**config.mk**
```make
export PLATFORM = sky130hd
export DESIGN_NAME = fixed_point_line_rasterizer
export DESIGN_NICKNAME = d
export VERILOG_FILES = /design/src/hw/rtl/flr_pkg.sv /design/src/hw/rtl/fixed_point_line_rasterizer.sv /design/src/hw/rtl/flr_ctrl.sv /design/src/hw/rtl/flr_datapath.sv
export SDC_FILE = /design/constraint.sdc
export NUM_CORES = 1
export LEC_CHECK = 0
export BUFFER_PORTS_ARGS = -buffer_cell sky130_fd_sc_hd__buf_2
export CAP_MARGIN = 20
export CORE_ASPECT_RATIO = 1.75
export CORE_MARGIN = 5
export CORE_UTILIZATION = 65
export DETAILED_ROUTE_END_ITERATION = 10
export GPL_TIMING_DRIVEN = 1
export MAX_ROUTING_LAYER = met4
export PLACE_DENSITY_LB_ADDON = 0.12
export RECOVER_POWER = 25
export SKIP_CTS_REPAIR_TIMING = 1
export SYNTH_ARGS = -nofsm -noshare
export SYNTH_HDL_FRONTEND = slang
export SYNTH_HIERARCHICAL = 1
export SYNTH_SLANG_ARGS = --single-unit
```
**constraint.sdc**
```tcl
create_clock -name i_clk -period 18.9 [get_ports i_clk]
set_input_delay 3.78 -clock i_clk [delete_from_list [all_inputs] [get_ports i_clk]]
set_output_delay 3.78 -clock i_clk [all_outputs]
set_load 0.01 [all_outputs]
```
**src/hw/rtl/flr_pkg.sv**
```systemverilog
`timescale 1ns / 1ps
`default_nettype none
// ----------------------------------------------------------------------------
// flr_pkg: shared types and constants of the line rasterizer
// Holds the fixed field widths, the register and function codes, and the
// command/status bundles between the controller and the datapath.
// ----------------------------------------------------------------------------
package flr_pkg;

    // fixed widths
    localparam int CFG_BITS     = 12;
    localparam int CFG_IDX_BITS = 2;
    localparam int PIX_BITS     = 11;
    localparam int ACC_BITS     = 32;
    localparam int COLOR_BITS   = 32;

    // configuration register indexes
    localparam logic [CFG_IDX_BITS-1:0] CFG_CANVAS_WIDTH  = 2'd0;
    localparam logic [CFG_IDX_BITS-1:0] CFG_CANVAS_HEIGHT = 2'd1;

    // configuration reset values
    localparam logic [CFG_BITS-1:0] CANVAS_WIDTH_RST  = 12'd640;
    localparam logic [CFG_BITS-1:0] CANVAS_HEIGHT_RST = 12'd480;

    // request function codes
    localparam logic FUNC_LOAD = 1'b0;
    localparam logic FUNC_STEP = 1'b1;

    // controller -> datapath
    typedef struct packed {
        logic load;        // load request accepted
        logic step;        // step request accepted
        logic div_step;    // run one divider iteration
        logic div_finish;  // divider result is final this cycle
    } t_ctrl_cmd;

    // datapath -> controller
    typedef struct packed {
        logic load_ok;     // endpoints on the canvas
        logic long_zero;   // single point line
        logic div_last;    // last divider iteration
        logic out_valid;   // output register occupied
    } t_ctrl_status;

endpackage
`default_nettype wire

```
**src/hw/rtl/fixed_point_line_rasterizer.sv**
```systemverilog
`timescale 1ns / 1ps
`default_nettype none
// ----------------------------------------------------------------------------
// fixed_point_line_rasterizer: fixed-point line rasterizer top level
// Request channel (i_valid / o_stall) carries a function code, two
// endpoints and a color. A load request (func 0) checks both endpoints
// against the canvas registers and sets up the line; a step request
// (func 1) emits the next pixel on the result channel (o_valid / i_stall),
// with o_last_pixel set on the end point. A step with no line is dropped.
// Config channel (i_cfg_valid / o_cfg_ready) writes canvas width (index 0)
// and height (index 1); it is always ready.
// Timing: a step's pixel shows on o_valid the next cycle, so pixels stream at
// one per cycle while the receiver does not stall. A load of a line longer
// than one point runs the bit-serial slope divider; requests stall
// during that time.
// Reset: no line is active, canvas is 640 x 480, the result channel empty.
// When the receiver stalls, the pixel holds in the output register and new
// requests stall until it is taken.
// ----------------------------------------------------------------------------
module fixed_point_line_rasterizer
    import flr_pkg::*;
#(
    parameter int COORD_BITS = 12,
    parameter int FRAC_BITS  = 16
) (
    input  wire logic                         i_clk,
    input  wire logic                         i_rst_n,
    // request channel
    input  wire logic                         i_valid,
    output logic                              o_stall,
    input  wire logic                         i_func,
    input  wire logic signed [COORD_BITS-1:0] i_x_start,
    input  wire logic signed [COORD_BITS-1:0] i_y_start,
    input  wire logic signed [COORD_BITS-1:0] i_x_end,
    input  wire logic signed [COORD_BITS-1:0] i_y_end,
    input  wire logic [COLOR_BITS-1:0]        i_color,
    // result channel
    output logic                              o_valid,
    input  wire logic                         i_stall,
    output logic [PIX_BITS-1:0]               o_pixel_x,
    output logic [PIX_BITS-1:0]               o_pixel_y,
    output logic [COLOR_BITS-1:0]             o_pixel_color,
    output logic                              o_last_pixel,
    // config channel
    input  wire logic                         i_cfg_valid,
    output logic                              o_cfg_ready,
    input  wire logic [CFG_IDX_BITS-1:0]      i_cfg_index,
    input  wire logic [CFG_BITS-1:0]          i_cfg_data
);

    logic [CFG_BITS-1:0] r_canvas_width;
    logic [CFG_BITS-1:0] r_canvas_height;
    t_ctrl_cmd           cmd;
    t_ctrl_status        status;

    assign o_cfg_ready = 1'b1;

    // canvas registers
    always_ff @(posedge i_clk) begin
        if (!i_rst_n) begin
            r_canvas_width  <= CANVAS_WIDTH_RST;
            r_canvas_height <= CANVAS_HEIGHT_RST;
        end else if (i_cfg_valid && o_cfg_ready) begin
            unique case (i_cfg_index)
                CFG_CANVAS_WIDTH:  r_canvas_width  <= i_cfg_data;
                CFG_CANVAS_HEIGHT: r_canvas_height <= i_cfg_data;
                default: ;
            endcase
        end
    end

    flr_ctrl u_ctrl (
        .i_clk    (i_clk),
        .i_rst_n  (i_rst_n),
        .i_valid  (i_valid),
        .i_func   (i_func),
        .i_stall  (i_stall),
        .o_stall  (o_stall),
        .i_status (status),
        .o_cmd    (cmd)
    );

    flr_datapath #(
        .COORD_BITS (COORD_BITS),
        .FRAC_BITS  (FRAC_BITS)
    ) u_datapath (
        .i_clk           (i_clk),
        .i_rst_n         (i_rst_n),
        .i_cmd           (cmd),
        .o_status        (status),
        .i_canvas_width  (r_canvas_width),
        .i_canvas_height (r_canvas_height),
        .i_x_start       (i_x_start),
        .i_y_start       (i_y_start),
        .i_x_end         (i_x_end),
        .i_y_end         (i_y_end),
        .i_color         (i_color),
        .i_stall         (i_stall),
        .o_valid         (o_valid),
        .o_pixel_x       (o_pixel_x),
        .o_pixel_y       (o_pixel_y),
        .o_pixel_color   (o_pixel_color),
        .o_last_pixel    (o_last_pixel)
    );

endmodule
`default_nettype wire

```
**src/hw/rtl/flr_ctrl.sv**
```systemverilog
`timescale 1ns / 1ps
`default_nettype none
// ----------------------------------------------------------------------------
// flr_ctrl: request handshake and sequencing of the line rasterizer
// Accepts requests, issues load/step commands and walks the datapath's
// divider through its iterations after a line load.
// ----------------------------------------------------------------------------
module flr_ctrl
    import flr_pkg::*;
(
    input  wire logic         i_clk,
    input  wire logic         i_rst_n,
    input  wire logic         i_valid,
    input  wire logic         i_func,
    input  wire logic         i_stall,
    output logic              o_stall,
    input  wire t_ctrl_status i_status,
    output t_ctrl_cmd         o_cmd
);

    localparam logic ST_IDLE = 1'b0;
    localparam logic ST_DIV  = 1'b1;

    logic r_state;
    logic n_state;
    logic out_free;
    logic accept;
    logic div_start;

    // the output register can take a pixel this cycle
    assign out_free = !i_status.out_valid || !i_stall;

    // hold off requests while dividing or while a pixel is blocked
    assign o_stall = (r_state != ST_IDLE) || !out_free;
    assign accept  = i_valid && !o_stall;

    // commands
    assign o_cmd.load       = accept && (i_func == FUNC_LOAD);
    assign o_cmd.step       = accept && (i_func == FUNC_STEP);
    assign o_cmd.div_step   = (r_state == ST_DIV);
    assign o_cmd.div_finish = (r_state == ST_DIV) && i_status.div_last;
    assign div_start        = o_cmd.load && i_status.load_ok && !i_status.long_zero;

    // next state
    always_comb begin
        n_state = r_state;
        unique case (r_state)
            ST_IDLE: begin
                if (div_start) n_state = ST_DIV;
            end
            ST_DIV: begin
                if (i_status.div_last) n_state = ST_IDLE;
            end
            default: n_state = ST_IDLE;
        endcase
    end

    always_ff @(posedge i_clk) begin
        if (!i_rst_n) begin
            r_state <= ST_IDLE;
        end else begin
            r_state <= n_state;
        end
    end

    // no request gets in while the divider runs
    a_div_stalls: assert property (@(posedge i_clk) disable iff (!i_rst_n)
        (r_state == ST_DIV) |-> (o_stall && !o_cmd.load && !o_cmd.step))
        else $error("request accepted during division");

    // the divider always ends after its last iteration
    a_div_ends: assert property (@(posedge i_clk) disable iff (!i_rst_n)
        ((r_state == ST_DIV) && i_status.div_last) |=> (r_state == ST_IDLE))
        else $error("divider did not return to idle");

    // a division starts only from a valid, non-degenerate load
    a_div_start: assert property (@(posedge i_clk) disable iff (!i_rst_n)
        ((r_state == ST_IDLE) && $past(r_state == ST_IDLE) && (r_state == ST_IDLE))
        |-> ((n_state == ST_DIV) == div_start))
        else $error("unexpected division start");

endmodule
`default_nettype wire

```
**src/hw/rtl/flr_datapath.sv**
```systemverilog
`timescale 1ns / 1ps
`default_nettype none
// ----------------------------------------------------------------------------
// flr_datapath: line geometry, slope divider and pixel stepper
// Checks and sets up a line on load, computes the fixed-point minor-axis
// increment one quotient bit per cycle, and steps out pixels into an
// output register.
// ----------------------------------------------------------------------------
module flr_datapath
    import flr_pkg::*;
#(
    parameter int COORD_BITS = 12,
    parameter int FRAC_BITS  = 16
) (
    input  wire logic                         i_clk,
    input  wire logic                         i_rst_n,
    input  wire t_ctrl_cmd                    i_cmd,
    output t_ctrl_status                      o_status,
    input  wire logic [CFG_BITS-1:0]          i_canvas_width,
    input  wire logic [CFG_BITS-1:0]          i_canvas_height,
    input  wire logic signed [COORD_BITS-1:0] i_x_start,
    input  wire logic signed [COORD_BITS-1:0] i_y_start,
    input  wire logic signed [COORD_BITS-1:0] i_x_end,
    input  wire logic signed [COORD_BITS-1:0] i_y_end,
    input  wire logic [COLOR_BITS-1:0]        i_color,
    input  wire logic                         i_stall,
    output logic                              o_valid,
    output logic [PIX_BITS-1:0]               o_pixel_x,
    output logic [PIX_BITS-1:0]               o_pixel_y,
    output logic [COLOR_BITS-1:0]             o_pixel_color,
    output logic                              o_last_pixel
);

    localparam int MAG_W = COORD_BITS + 1;
    localparam int REM_W = MAG_W + 1;
    localparam int Q_W   = FRAC_BITS + 1;
    localparam int CNT_W = $clog2(FRAC_BITS + 1);
    localparam int CMP_W = (COORD_BITS > CFG_BITS) ? COORD_BITS : CFG_BITS;

    // line state
    logic                  r_line_active;
    logic                  r_major_is_y;
    logic                  r_major_desc;
    logic [COORD_BITS-1:0] r_major_pos;
    logic [COORD_BITS-1:0] r_major_stop;
    logic [ACC_BITS-1:0]   r_minor_acc;
    logic [ACC_BITS-1:0]   r_minor_inc;
    logic [COLOR_BITS-1:0] r_color;

    // divider state
    logic [REM_W-1:0] r_div_rem;
    logic [MAG_W-1:0] r_div_den;
    logic [Q_W-1:0]   r_div_q;
    logic [CNT_W-1:0] r_div_cnt;
    logic             r_div_neg;

    // output register
    logic                r_out_valid;
    logic [PIX_BITS-1:0] r_out_x;
    logic [PIX_BITS-1:0] r_out_y;
    logic [COLOR_BITS-1:0] r_out_color;
    logic                r_out_last;

    // endpoint checks
    logic [CMP_W-1:0] cw;
    logic [CMP_W-1:0] ch;
    logic             any_neg;
    logic             load_ok;

    // geometry of the incoming line
    logic signed [MAG_W-1:0] dx;
    logic signed [MAG_W-1:0] dy;
    logic [MAG_W-1:0]        adx;
    logic [MAG_W-1:0]        ady;
    logic                    y_major;
    logic [MAG_W-1:0]        long_s;
    logic [MAG_W-1:0]        short_s;
    logic [MAG_W-1:0]        long_mag;
    logic [MAG_W-1:0]        short_mag;
    logic                    long_zero;
    logic [COORD_BITS-1:0]   min0;
    logic [ACC_BITS-1:0]     acc_init;

    // divider iteration
    logic [REM_W-1:0]    div_trial;
    logic                div_ge;
    logic [Q_W-1:0]      div_q_next;
    logic [ACC_BITS-1:0] inc_mag;

    // stepping
    logic                emit;
    logic                at_last;
    logic [PIX_BITS-1:0] minor_pix;
    logic [PIX_BITS-1:0] major_pix;
    logic                out_taken;

    // reject negative coordinates and those at or past the canvas edge
    assign cw      = CMP_W'(i_canvas_width);
    assign ch      = CMP_W'(i_canvas_height);
    assign any_neg = i_x_start[COORD_BITS-1] | i_y_start[COORD_BITS-1]
                   | i_x_end[COORD_BITS-1] | i_y_end[COORD_BITS-1];
    assign load_ok = !any_neg
                   && (CMP_W'(unsigned'(i_x_start)) < cw)
                   && (CMP_W'(unsigned'(i_x_end)) < cw)
                   && (CMP_W'(unsigned'(i_y_start)) < ch)
                   && (CMP_W'(unsigned'(i_y_end)) < ch);

    // deltas and major axis choice
    assign dx  = {i_x_end[COORD_BITS-1], i_x_end} - {i_x_start[COORD_BITS-1], i_x_start};
    assign dy  = {i_y_end[COORD_BITS-1], i_y_end} - {i_y_start[COORD_BITS-1], i_y_start};
    assign adx = dx[MAG_W-1] ? MAG_W'(-dx) : MAG_W'(dx);
    assign ady = dy[MAG_W-1] ? MAG_W'(-dy) : MAG_W'(dy);
    assign y_major   = ady > adx;
    assign long_s    = y_major ? dy : dx;
    assign short_s   = y_major ? dx : dy;
    assign long_mag  = y_major ? ady : adx;
    assign short_mag = y_major ? adx : ady;
    assign long_zero = (long_mag == '0);
    assign min0      = y_major ? i_x_start : i_y_start;
    assign acc_init  = (ACC_BITS'(min0) << FRAC_BITS) + (ACC_BITS'(1) << (FRAC_BITS - 1));

    // restoring divider: first iteration uses the short length as is
    assign div_trial  = (r_div_cnt == CNT_W'(FRAC_BITS)) ? r_div_rem : (r_div_rem << 1);
    assign div_ge     = div_trial >= REM_W'(r_div_den);
    assign div_q_next = {r_div_q[Q_W-2:0], div_ge};
    assign inc_mag    = ACC_BITS'(div_q_next);

    // pixel coordinates from the current position
    assign emit      = i_cmd.step && r_line_active;
    assign at_last   = (r_major_pos == r_major_stop);
    assign minor_pix = r_minor_acc[FRAC_BITS +: PIX_BITS];
    assign major_pix = PIX_BITS'(r_major_pos);
    assign out_taken = r_out_valid && !i_stall;

    // status
    assign o_status.load_ok   = load_ok;
    assign o_status.long_zero = long_zero;
    assign o_status.div_last  = (r_div_cnt == '0);
    assign o_status.out_valid = r_out_valid;

    // control flags
    always_ff @(posedge i_clk) begin
        if (!i_rst_n) begin
            r_line_active <= 1'b0;
            r_out_valid   <= 1'b0;
        end else begin
            if (i_cmd.load) begin
                r_line_active <= load_ok && long_zero;
            end else if (i_cmd.div_finish) begin
                r_line_active <= 1'b1;
            end else if (emit && at_last) begin
                r_line_active <= 1'b0;
            end
            if (emit) begin
                r_out_valid <= 1'b1;
            end else if (out_taken) begin
                r_out_valid <= 1'b0;
            end
        end
    end

    // line setup, division and stepping
    always_ff @(posedge i_clk) begin
        if (i_cmd.load && load_ok) begin
            r_major_is_y <= y_major;
            r_major_desc <= long_s[MAG_W-1] || long_zero;
            r_major_pos  <= y_major ? i_y_start : i_x_start;
            r_major_stop <= y_major ? i_y_end : i_x_end;
            r_minor_acc  <= acc_init;
            r_minor_inc  <= '0;
            r_color      <= i_color;
            r_div_rem    <= REM_W'(short_mag);
            r_div_den    <= long_mag;
            r_div_q      <= '0;
            r_div_cnt    <= CNT_W'(FRAC_BITS);
            r_div_neg    <= short_s[MAG_W-1] ^ long_s[MAG_W-1];
        end else if (i_cmd.div_step) begin
            r_div_rem <= div_ge ? (div_trial - REM_W'(r_div_den)) : div_trial;
            r_div_q   <= div_q_next;
            r_div_cnt <= r_div_cnt - CNT_W'(1);
            if (i_cmd.div_finish) begin
                r_minor_inc <= r_div_neg ? (-inc_mag) : inc_mag;
            end
        end else if (emit && !at_last) begin
            if (r_major_desc) begin
                r_major_pos <= r_major_pos - COORD_BITS'(1);
                r_minor_acc <= r_minor_acc - r_minor_inc;
            end else begin
                r_major_pos <= r_major_pos + COORD_BITS'(1);
                r_minor_acc <= r_minor_acc + r_minor_inc;
            end
        end
    end

    // output register
    always_ff @(posedge i_clk) begin
        if (emit) begin
            r_out_x     <= r_major_is_y ? minor_pix : major_pix;
            r_out_y     <= r_major_is_y ? major_pix : minor_pix;
            r_out_color <= r_color;
            r_out_last  <= at_last;
        end
    end

    assign o_valid       = r_out_valid;
    assign o_pixel_x     = r_out_x;
    assign o_pixel_y     = r_out_y;
    assign o_pixel_color = r_out_color;
    assign o_last_pixel  = r_out_last;

    // a step on an active line always yields a pixel next cycle
    a_emit_valid: assert property (@(posedge i_clk) disable iff (!i_rst_n)
        emit |=> r_out_valid)
        else $error("pixel lost after step");

    // a step never lands on an occupied, stalled output
    a_no_overwrite: assert property (@(posedge i_clk) disable iff (!i_rst_n)
        emit |-> (!r_out_valid || !i_stall))
        else $error("pixel overwritten in output register");

    // a finished division leaves an active line
    a_div_active: assert property (@(posedge i_clk) disable iff (!i_rst_n)
        i_cmd.div_finish |=> r_line_active)
        else $error("line not active after division");

endmodule
`default_nettype wire

```
==> results of run 1 <==
==> flip-flops by register name (all words and copies together), names as in the netlist, 5 cells and up <==
| signal | count |
|---|---|
| u_datapath/r_div_cnt | 5 |
| u_datapath/o_pixel_color | 32 |
| u_datapath/r_minor_acc | 27 |
| u_datapath/r_minor_inc | 27 |
| u_datapath/o_pixel_x | 11 |
| u_datapath/r_major_stop | 12 |
| u_datapath/o_pixel_y | 11 |
| u_datapath/r_div_q | 16 |
| r_canvas_height | 12 |
| r_canvas_width | 12 |
| u_datapath/r_major_pos | 12 |
| u_datapath/r_color | 32 |
| u_datapath/r_div_rem | 14 |
| u_datapath/r_div_den | 13 |
==> per-stage QoR <==
stage	instances	setup slack [ns]	hold slack, ns	power [W]	utilization [%]
6_report	2178	8.751	0.4181	0.001488	73.40
5_1_grt	2178	8.363	0.4242	0.001556	73.40
4_1_cts	2177	8.884	0.4159	0.001486	73.35
3_5_place_dp	2133	8.350	0.4045	0.001007	70.07
3_3_place_gp	2133	8.470	0.4005	0.001001	70.07
2_1_floorplan	1726	9.822	0.4003	0.0008906	-
==> power by group through the flow <==
stage | registers (W) | clock network, W | logic [W]
floorplan | 0.000600 | 0 | 0.000291
global placement | 0.000601 | 0 | 0.000400
detailed placement | 0.000602 | 0 | 0.000406
CTS | 0.000590 | 0.000488 | 0.000408
global route | 0.000591 | 0.000511 | 0.000455
finish | 0.000590 | 0.000482 | 0.000416
==> logic make-up after synthesis <==
| family | count (synthesis) | synth area share, % |
|---|---|---|
| simple gates | 533 | 15.35 |
| compound gates | 401 | 16.57 |
| flops | 243 | 40.14 |
| buf+inv | 201 | 4.879 |
| fa+ha+maj | 140 | 10.99 |
| xor+xnor | 123 | 6.616 |
| mux | 84 | 5.433 |
| other cells | 1 | 0.02303 |
==> critical path, delay by kind of cell <==
| kind | cells | cell delay (ns) |
|---|---|---|
| AO/OA/AOI/OAI | 9 | 2.36 |
| adder cells (fa/ha/maj) | 2 | 0.50 |
| buffers and inverters | 6 | 1.23 |
| XOR/XNOR | 2 | 0.52 |
| AND/OR/NAND/NOR | 8 | 2.13 |
==> layout make-up <==
cell class                      instances  area share [%]
Sequential cell                       243           36.16
Timing Repair Buffer                  167           4.824
Clock buffer                           29           3.717
Multi-Input combinational cell       1282           49.67
Tap cell                              312           2.159
Clock inverter                         15          0.7475
Inverter                              130           2.727
==> metal layers <==
metal | track usage (%) | wire length [um] | vias to the layer above
li1 | - | - | 6466
met1 | 31.50 | 15200 | 6255
met2 | 59.28 | 24350 | 444
met3 | 2.557 | 1748 | 167
met4 | 19.38 | 3415 | 0
met5 | - | 0 | -
==> cell usage in the layout, fill, tap and decap left out, types with 35 or more instances in the layout <==
master	n
nand2_1	183
edfxtp_1	167
nor2_1	165
buf_2	153
ha_1	135
inv_1	128
a21oi_1	105
xnor2_1	81
dfxtp_1	76
o21ai_0	61
mux2i_1	49
xor2_1	42
a21o_1	41
a211oi_1	35
==> final timing paths <==
path	start	endpoint	slack (ns)	cells past startpoint
max	i_x_start[1]	u_ctrl/r_state	8.75	27
max reg2reg	u_datapath/r_div_cnt[0]	u_datapath/r_minor_inc[16]	13.46	17
min reg2reg	u_datapath/r_color[24]	u_datapath/o_pixel_color[24]	0.42	0
min	u_datapath/r_color[24]	u_datapath/o_pixel_color[24]	0.42	0
==> results.json, run 1 <==
{
  "fmax_mhz": 98.54,
  "grt_overflow": 0,
  "avgSynthCellArea_um2": 9.434,
  "ant_nets": 0,
  "synth_ff_type": "edfxtp_1",
  "ys_seq_area_share_pct": 40.14,
  "row_count": 76,
  "drt_iter0_drc": 899,
  "start_kind": "input pin",
  "outcome": "finished, violations left",
  "ys_warn_count": 6,
  "area_delta_synth_final_pct": 11.02,
  "powerDensity_nw_per_um2": 82.31,
  "first_pass_iters": 6,
  "synthArstFlopShare_pct": 0,
  "design_area_um2": 18080,
  "violations": "max-capacitance violations, max-slew violations",
  "die_y_um": 219.4,
  "syn-cell-area_um2": 16280,
  "initial_core_util_pct": 66.11,
  "grt_usage_pct": 31.90,
  "crit_type": "in2reg",
  "fin_crit_sh_pct": 53.70,
  "placedInstanceArea_um2": 17260,
  "cpMaxStageDelayCell": "nor4_1",
  "grt_pass1_vias": 13290,
  "power.internal_w": 0.0009939,
  "pwr-share-clk_pct": 32.4,
  "clk_pin_slew_worst_paths_ns": 0.06,
  "min_path_type": "reg2reg",
  "cp-end-kind": "register",
  "die_w_um": 129.6,
  "p_switching_w": 0.0004941,
  "period_needed_ns": 10.15,
  "vdd_drop_max_v": 0.00008442,
  "grt_max_degree": 67,
  "setup-violations-final": 0,
  "synth.most_common_cell": "nand2_1",
  "cp.arrival_ns": 10.56,
  "fin_worst_skew_ns": 0.02348,
  "clockRootBuffer": "clkbuf_16",
  "power_frac_seq_pct": 39.7,
  "clock-sinks": 243,
  "switching_share_pct": 33.20,
  "place.port_buffers": 156,
  "clk_latency_ns": 0.54,
  "cts_tree": "done",
  "synth_edf_count": 167,
  "synthTopCellsByCount": "183 x nand2_1, 167 x edfxtp_1, 165 x nor2_1, 135 x ha_1, 128 x inv_1",
  "yosys_register_bits": 243,
  "ios": 158,
  "synth_cells": 1726,
  "worstMarginPinSlew_ns": 1.662,
  "antenna_cells": 0,
  "slew_viol_final": 41,
  "antenna_found_initial": 0,
  "core_area_um2": 24630,
  "grt_pass1_wl_um": 68770,
  "cap_violations": 1,
  "gp_congestion": 0.9962,
  "finalNetCount": 2088,
  "hpwl_um": 34570,
  "wl_per_cell_um": 20.53,
  "yosysTopAreaCellShare_pct": 30.80,
  "relSlewSlack_pct": -10.78,
  "cts.path.max_buffers": 3,
  "vias_per_cell": 6.121,
  "drive_gt1_share_pct": 14.09,
  "comb_power_share_pct": 28.0,
  "vias": 13330,
  "htreeDepth": 1,
  "final.fill_count": 1878,
  "die_area_um2": 28440,
  "crit_required_ns": 19.31,
  "setup_tns_ns": 0,
  "seqCellArea_um2": 6536,
  "cts_buffers": 24,
  "rsz0062_at_grt": "no",
  "cp_slowest_stage_delay_ns": 0.57,
  "hold_viol": 0,
  "multi_input_area_um2": 8979,
  "wirelength_um": 44720,
  "path_max_fanout": 64,
  "synth_area_leaders": "edfxtp_1 31%, ha_1 10%, dfxtp_1 9.3%",
  "leakage_nw": 7.567,
  "drc": 0,
  "synth_top_area_cell": "edfxtp_1",
  "ys_types": 90,
  "synth_fp_nets": 1966
}
Note: power is estimated with default switching activity, not from simulation.
==> run 2, diff against run 1 <==
--- a/config.mk
+++ b/config.mk
@@ -9,7 +9,7 @@
 export CAP_MARGIN = 20
 export CORE_ASPECT_RATIO = 1.75
 export CORE_MARGIN = 5
-export CORE_UTILIZATION = 65
+export CORE_UTILIZATION = 61
 export DETAILED_ROUTE_END_ITERATION = 10
 export GPL_TIMING_DRIVEN = 1
 export MAX_ROUTING_LAYER = met4
==> constraint.sdc (replaced) <==
create_clock -name i_clk -period 10 [get_ports i_clk]
set_input_delay 2 -clock i_clk [delete_from_list [all_inputs] [get_ports i_clk]]
set_output_delay 2 -clock i_clk [all_outputs]
set_load 0.01 [all_outputs]
==> run 2 against run 1 <==
The flow still finishes with violations (max-capacitance violations, max-slew violations). Largest power group unchanged. Register-to-register slack got worse by 8.6 ns. Critical path depth decreased by 2. Sequential share of layout area increased by 0.15 points. Clock-buffer cell count decreased by 1. Non-clock buffer count unchanged. Final cell count increased by 0.46%. Flip-flop and latch count unchanged.
==> results.json, run 2 (synthesis results as in run 1) <==
{
  "final_common_cell": "nand2_1",
  "fin_cells": 2188,
  "ios": 158,
  "gp_congestion": 1.043,
  "start_kind": "input pin",
  "crit_start": "i_x_start[1]",
  "setup-violations-final": 0,
  "cap_violations": 1,
  "fin_crit_sh_pct": 78.58,
  "ant_nets": 0,
  "finalNetCount": 2087,
  "die_area_um2": 30190,
  "die_w_um": 133.5,
  "antenna_cells": 0,
  "fmax_mhz": 127.3,
  "r2r_slack_ns": 4.84,
  "worstMarginPinSlew_ns": 1.800,
  "die_y_um": 226.1,
  "clock-sinks": 243,
  "setup_tns_ns": 0,
  "powerDensity_nw_per_um2": 152.0,
  "grt_max_degree": 76,
  "cp_slowest_stage_delay_ns": 0.59,
  "min_path_cells": 0,
  "place.port_buffers": 156,
  "grt_pass1_wl_um": 67030,
  "clockRootBuffer": "clkbuf_16",
  "first_pass_iters": 5,
  "rsz0062_at_grt": "no",
  "drive_gt1_share_pct": 13.89,
  "grt_pass1_vias": 12840,
  "area_delta_synth_final_pct": 10.56,
  "dpl.cell_count": 2145,
  "r2r_end": "u_datapath/r_minor_inc[16]",
  "wirelength_um": 43580,
  "cts.path.max_buffers": 3,
  "core_area_um2": 26490,
  "r2r-start": "u_datapath/r_div_cnt[0]",
  "drt_iter0_drc": 698,
  "cts_tree": "done",
  "clk_latency_ns": 0.56,
  "cts_buffers": 23,
  "vias_per_cell": 5.964,
  "path_max_fanout": 57,
  "design_area_um2": 18000,
  "grt_usage_pct": 28.99,
  "fin_worst_skew_ns": 0.04234,
  "crit_type": "in2reg",
  "initial_core_util_pct": 61.47,
  "violations": "max-capacitance violations, max-slew violations",
  "holdWs_ns": 0.4103,
  "relSlewSlack_pct": -19.97,
  "hpwl_um": 34420,
  "crit_required_ns": 10.40,
  "hold_viol": 0,
  "placedInstanceArea_um2": 17270,
  "cpMaxStageDelayCell": "or4_1",
  "period_needed_ns": 7.858,
  "cp-end-kind": "register",
  "vdd_drop_max_v": 0.0001558,
  "leakage_nw": 7.541,
  "slew_viol_final": 41,
  "layout_common_cells": "183 x nand2_1, 167 x edfxtp_1, 165 x nor2_1",
  "antenna_found_initial": 0,
  "wl_per_cell_um": 19.92,
  "r2r_cells": 17,
  "row_count": 79,
  "outcome": "finished, violations left",
  "min_from": "u_datapath/r_color[15]",
  "cp.arrival_ns": 8.26,
  "drc": 0,
  "min_path_type": "reg2reg",
  "clk_pin_slew_worst_paths_ns": 0.07,
  "min_to": "u_datapath/o_pixel_color[15]",
  "grt_overflow": 0,
  "htreeDepth": 1,
  "vias": 13050
}
run 2: changes by cell type in the layout (fill, tap and decap cells not counted):
cell       delta
clkbuf_1      +1
inv_4         +2
clkbuf_16     -2
inv_8         -1
clkinv_8      -1
inv_1         +4
inv_16        +1
clkinv_4      -3
mux2_2        +1
mux2_1        -1
clkinv_1      -2
bufinv_16     -1
run 2: critical path: cells and delay by family:
kind / cells / cell delay [ns]
compound gates: 10 / 2.16
simple gates: 7 / 1.96
buf+inv: 3 / 0.79
fa+ha+maj: 2 / 0.60
xor+xnor: 2 / 0.57
mux: 1 / 0.18
run 2: how the worst max path moves through the flow:
| stage | endpoint | slack (ns) |
|---|---|---|
| 2_1_floorplan | u_ctrl/r_state | 2.70 |
| 3_3_place_gp | u_ctrl/r_state | 1.96 |
| 3_5_place_dp | u_ctrl/r_state | 1.70 |
| 4_1_cts | u_ctrl/r_state | 2.23 |
| 5_1_grt | u_ctrl/r_state | 1.72 |
| 6_report | u_ctrl/r_state | 2.14 |
run 2: where the power goes:
group	switching (W)	internal (W)	leakage [nW]
Sequential	0.0000107	0.00110	2.12
Clock	0.000380	0.000452	0.372
Combinational	0.000529	0.000260	5.05
run 2: metrics by stage:
| step | setup slack (ns) | total power [W] | utilization [%] |
|---|---|---|---|
| floorplan | 2.702 | 0.001683 | - |
| global placement | 1.957 | 0.001902 | 65.20 |
| detailed placement | 1.703 | 0.001910 | 65.20 |
| CTS | 2.231 | 0.002738 | 67.91 |
| global route | 1.723 | 0.002878 | 67.96 |
| finish | 2.142 | 0.002736 | 67.96 |
run 2: cell type report:
type	instances	area [um^2]
tap	324	405.4
timing repair buffer	167	872.1
multi-input combinational	1282	8979
fill	2198	8488
inverter	130	493.0
clock buffer	28	625.6
clock inverter	14	91.34
sequential	243	6536
run 2: per-layer routing:
metal	GRT usage [%]	share of wire, %
met1	28.92	36
met2	53.58	54
met3	3.099	3.7
met4	17.97	7.0
met5	-	0
==> run 3, diff against run 2 <==
--- a/config.mk
+++ b/config.mk
@@ -5,6 +5,7 @@
 export SDC_FILE = /design/constraint.sdc
 export NUM_CORES = 1
 export LEC_CHECK = 0
+export ABC_AREA = 1
 export BUFFER_PORTS_ARGS = -buffer_cell sky130_fd_sc_hd__buf_2
 export CAP_MARGIN = 20
 export CORE_ASPECT_RATIO = 1.75
==> constraint.sdc (replaced) <==
create_clock -name i_clk -period 8 [get_ports i_clk]
set_input_delay 1.6 -clock i_clk [delete_from_list [all_inputs] [get_ports i_clk]]
set_output_delay 1.6 -clock i_clk [all_outputs]
set_load 0.01 [all_outputs]
==> run 3 against run 2 <==
The run now ends clean. Clock power grew 30%. Sequential power grew 24%. Flip-flop and latch count is the same. Routed wire length grew 7.0%. Sequential share of layout area shrank 1.8 points. Clock-buffer cell count grew 5. Synthesized cell count grew 32%. Worst hold slack gained 0.0065 ns. Combinational power grew 21%. Clock skew shrank 0.0070 ns. Critical path type unchanged. Critical endpoint unchanged. Largest cell class unchanged.
==> results.json, run 3 <==
{
  "setup-violations-final": 0,
  "clk_pin_slew_worst_paths_ns": 0.06,
  "outcome": "completed",
  "row_count": 81,
  "clk_latency_ns": 0.55,
  "cp.arrival_ns": 6.13,
  "die_w_um": 137.0,
  "start_kind": "input pin",
  "hpwl_um": 37120,
  "powerDensity_nw_per_um2": 180.4,
  "drc": 0,
  "avgSynthCellArea_um2": 7.549,
  "place.port_buffers": 156,
  "crit_required_ns": 8.42,
  "vdd_drop_max_v": 0.0001733,
  "final_common_cell": "nand2_1",
  "r2r-start": "u_datapath/r_div_cnt[0]",
  "crit_start": "i_x_end[0]",
  "rsz0062_at_grt": "no",
  "cp_slowest_stage_delay_ns": 0.56,
  "ant_nets": 0,
  "cap_violations": 0,
  "p_total_w": 0.003418,
  "ys_seq_area_share_pct": 37.99,
  "grt_usage_pct": 29.72,
  "seqCellArea_um2": 6536,
  "crit_buf_inv": 7,
  "period_needed_ns": 5.712,
  "clockRootBuffer": "clkbuf_16",
  "grt_pass1_vias": 14860,
  "setup_tns_ns": 0,
  "area_delta_synth_final_pct": 10.13,
  "antenna_found_initial": 0,
  "initial_core_util_pct": 61.73,
  "path_max_fanout": 30,
  "core_area_um2": 27870,
  "drive_gt1_share_pct": 11.14,
  "syn-cell-area_um2": 17210,
  "cp_top_family": "simple AND/OR/NAND/NOR gates",
  "cpMaxStageDelayCell": "fa_1",
  "vias_per_cell": 5.514,
  "first_pass_iters": 5,
  "leakage_nw": 9.328,
  "ys_types": 62,
  "yosysTopAreaCellShare_pct": 29.15,
  "yosys_register_bits": 243,
  "fmax_mhz": 175.1,
  "cts.path.max_buffers": 3,
  "wl_per_cell_um": 16.68,
  "synth_edf_count": 167,
  "hold_viol": 0,
  "die_area_um2": 31800,
  "synthTopCellsByCount": "613 x nand2_1, 348 x inv_1, 167 x edfxtp_1, 166 x nor2_1, 141 x o21ai_0",
  "wirelength_um": 46650,
  "finalNetCount": 2646,
  "synth_fp_nets": 2519,
  "cts_tree": "done",
  "synth.most_common_cell": "nand2_1",
  "vias": 15420,
  "final.fill_count": 2484,
  "drt_iter0_drc": 935,
  "relSlewSlack_pct": 11.85,
  "grt_overflow": 0,
  "synth_area_leaders": "edfxtp_1 29%, nand2_1 13%, ha_1 9.8%",
  "synth_cells": 2279,
  "antenna_cells": 0,
  "cts_buffers": 24,
  "ys_warn_count": 6,
  "htreeDepth": 1,
  "crit_type": "in2reg",
  "synth_top_area_cell": "edfxtp_1",
  "ios": 158,
  "cp-end-kind": "register",
  "synth_ff_type": "edfxtp_1",
  "min_path_type": "reg2reg",
  "gp_congestion": 1.022,
  "fin_crit_sh_pct": 71.40,
  "worstMarginPinSlew_ns": 1.317,
  "min_from": "u_datapath/r_color[28]",
  "grt_pass1_wl_um": 72530,
  "grt_max_degree": 73,
  "slew_viol_final": 0,
  "clock-sinks": 243,
  "die_y_um": 232.2,
  "synthArstFlopShare_pct": 0,
  "layout_common_cells": "613 x nand2_1, 348 x inv_1, 167 x nor2_1, 167 x edfxtp_1, 152 x buf_2",
  "multi_input_area_um2": 8962,
  "fin_worst_skew_ns": 0.03532
}
-- run 3: cell count changes in the layout (fill, tap and decap cells not counted), moves of 30 or more --
cell      change
mux2i_1      -47
xnor2_1      -56
nand3_1     +111
mux2_2       -34
o21ai_0      +80
inv_1       +216
a21o_1       -41
nand2_1     +430
a211oi_1     -30
-- run 3: worst register-to-register path: stages (launching register included) --
cell and delay [ns]:
dfxtp_1 0.33, inv_1 0.06, ha_1 0.25, nand3_4 0.23, clkinv_4 0.16, nand2_1 0.09, ha_1 0.13, inv_1 0.06
fa_1 0.41, nand3_1 0.10, and3_1 0.20, o21ai_0 0.14, nand3_1 0.16, nand3_4 0.28, inv_2 0.27, ha_1 0.19
inv_1 0.05, nor3_1 0.26, nand2_1 0.13, inv_1 0.09, nand3_1 0.13, nor3_1 0.27, nand3_1 0.17, o21ai_0 0.57
o21ai_0 0.19, nand2_1 0.10, inv_1 0.05
-- run 3: metal layers --
metal  part of all wire [%]  GRT usage (%)  vias to the layer above
met5                      0              -                        -
met4                    5.4          14.89                        0
met3                    3.7          2.212                      135
li1                       -              -                     7701
met1                     36          29.42                     7101
met2                     55          56.83                      485
-- run 3: worst paths after layout --
check	endpoint	slack, ns	cells past startpoint
min	u_datapath/o_pixel_color[28]	0.42	0
max	u_ctrl/r_state	2.29	31
max reg2reg	u_datapath/r_minor_inc[18]	2.81	26
min reg2reg	u_datapath/o_pixel_color[28]	0.42	0
-- run 3: cell families (layout without fill, tap and decap cells) --
family | after synthesis | count (layout) | share of synthesized area (%)
other cells | 1 | 1 | 0.02180
simple gates | 1025 | 1025 | 25.47
buf+inv | 428 | 573 | 9.897
xor+xnor | 82 | 82 | 4.218
flops | 243 | 243 | 37.99
fa+ha+maj | 140 | 140 | 10.40
mux | 2 | 2 | 0.1164
compound gates | 358 | 358 | 11.89
-- run 3: metrics by stage --
step | setup slack (ns) | cell area [um^2] | instances | utilization (%) | hold WS (ns)
finish | 2.288 | 18950 | 2797 | 67.99 | 0.4168
global route | 1.786 | 18950 | 2797 | 67.99 | 0.4233
CTS | 2.343 | 18950 | 2795 | 67.99 | 0.4193
detailed placement | 1.788 | 18190 | 2751 | 65.28 | 0.4045
global placement | 1.930 | 18190 | 2751 | 65.28 | 0.4002
floorplan | 2.618 | 17210 | 2279 | - | 0.4003
-- run 3: final cells by class --
| type | count | area share, % |
|---|---|---|
| flip-flops and latches | 243 | 34.50 |
| clock inverters | 11 | 0.4886 |
| repair buffers | 165 | 4.497 |
| inverters | 364 | 7.250 |
| clock buffers | 33 | 3.506 |
| well taps | 373 | 2.463 |
| multi-input cells | 1608 | 47.30 |
-- run 3: power breakdown --
part           leakage [nW]  internal, W  switching (W)  total [W]
logic                  6.85     0.000290       0.000663   0.000953
registers              2.12      0.00138      0.0000101    0.00139
clock network         0.356     0.000589       0.000490    0.00108
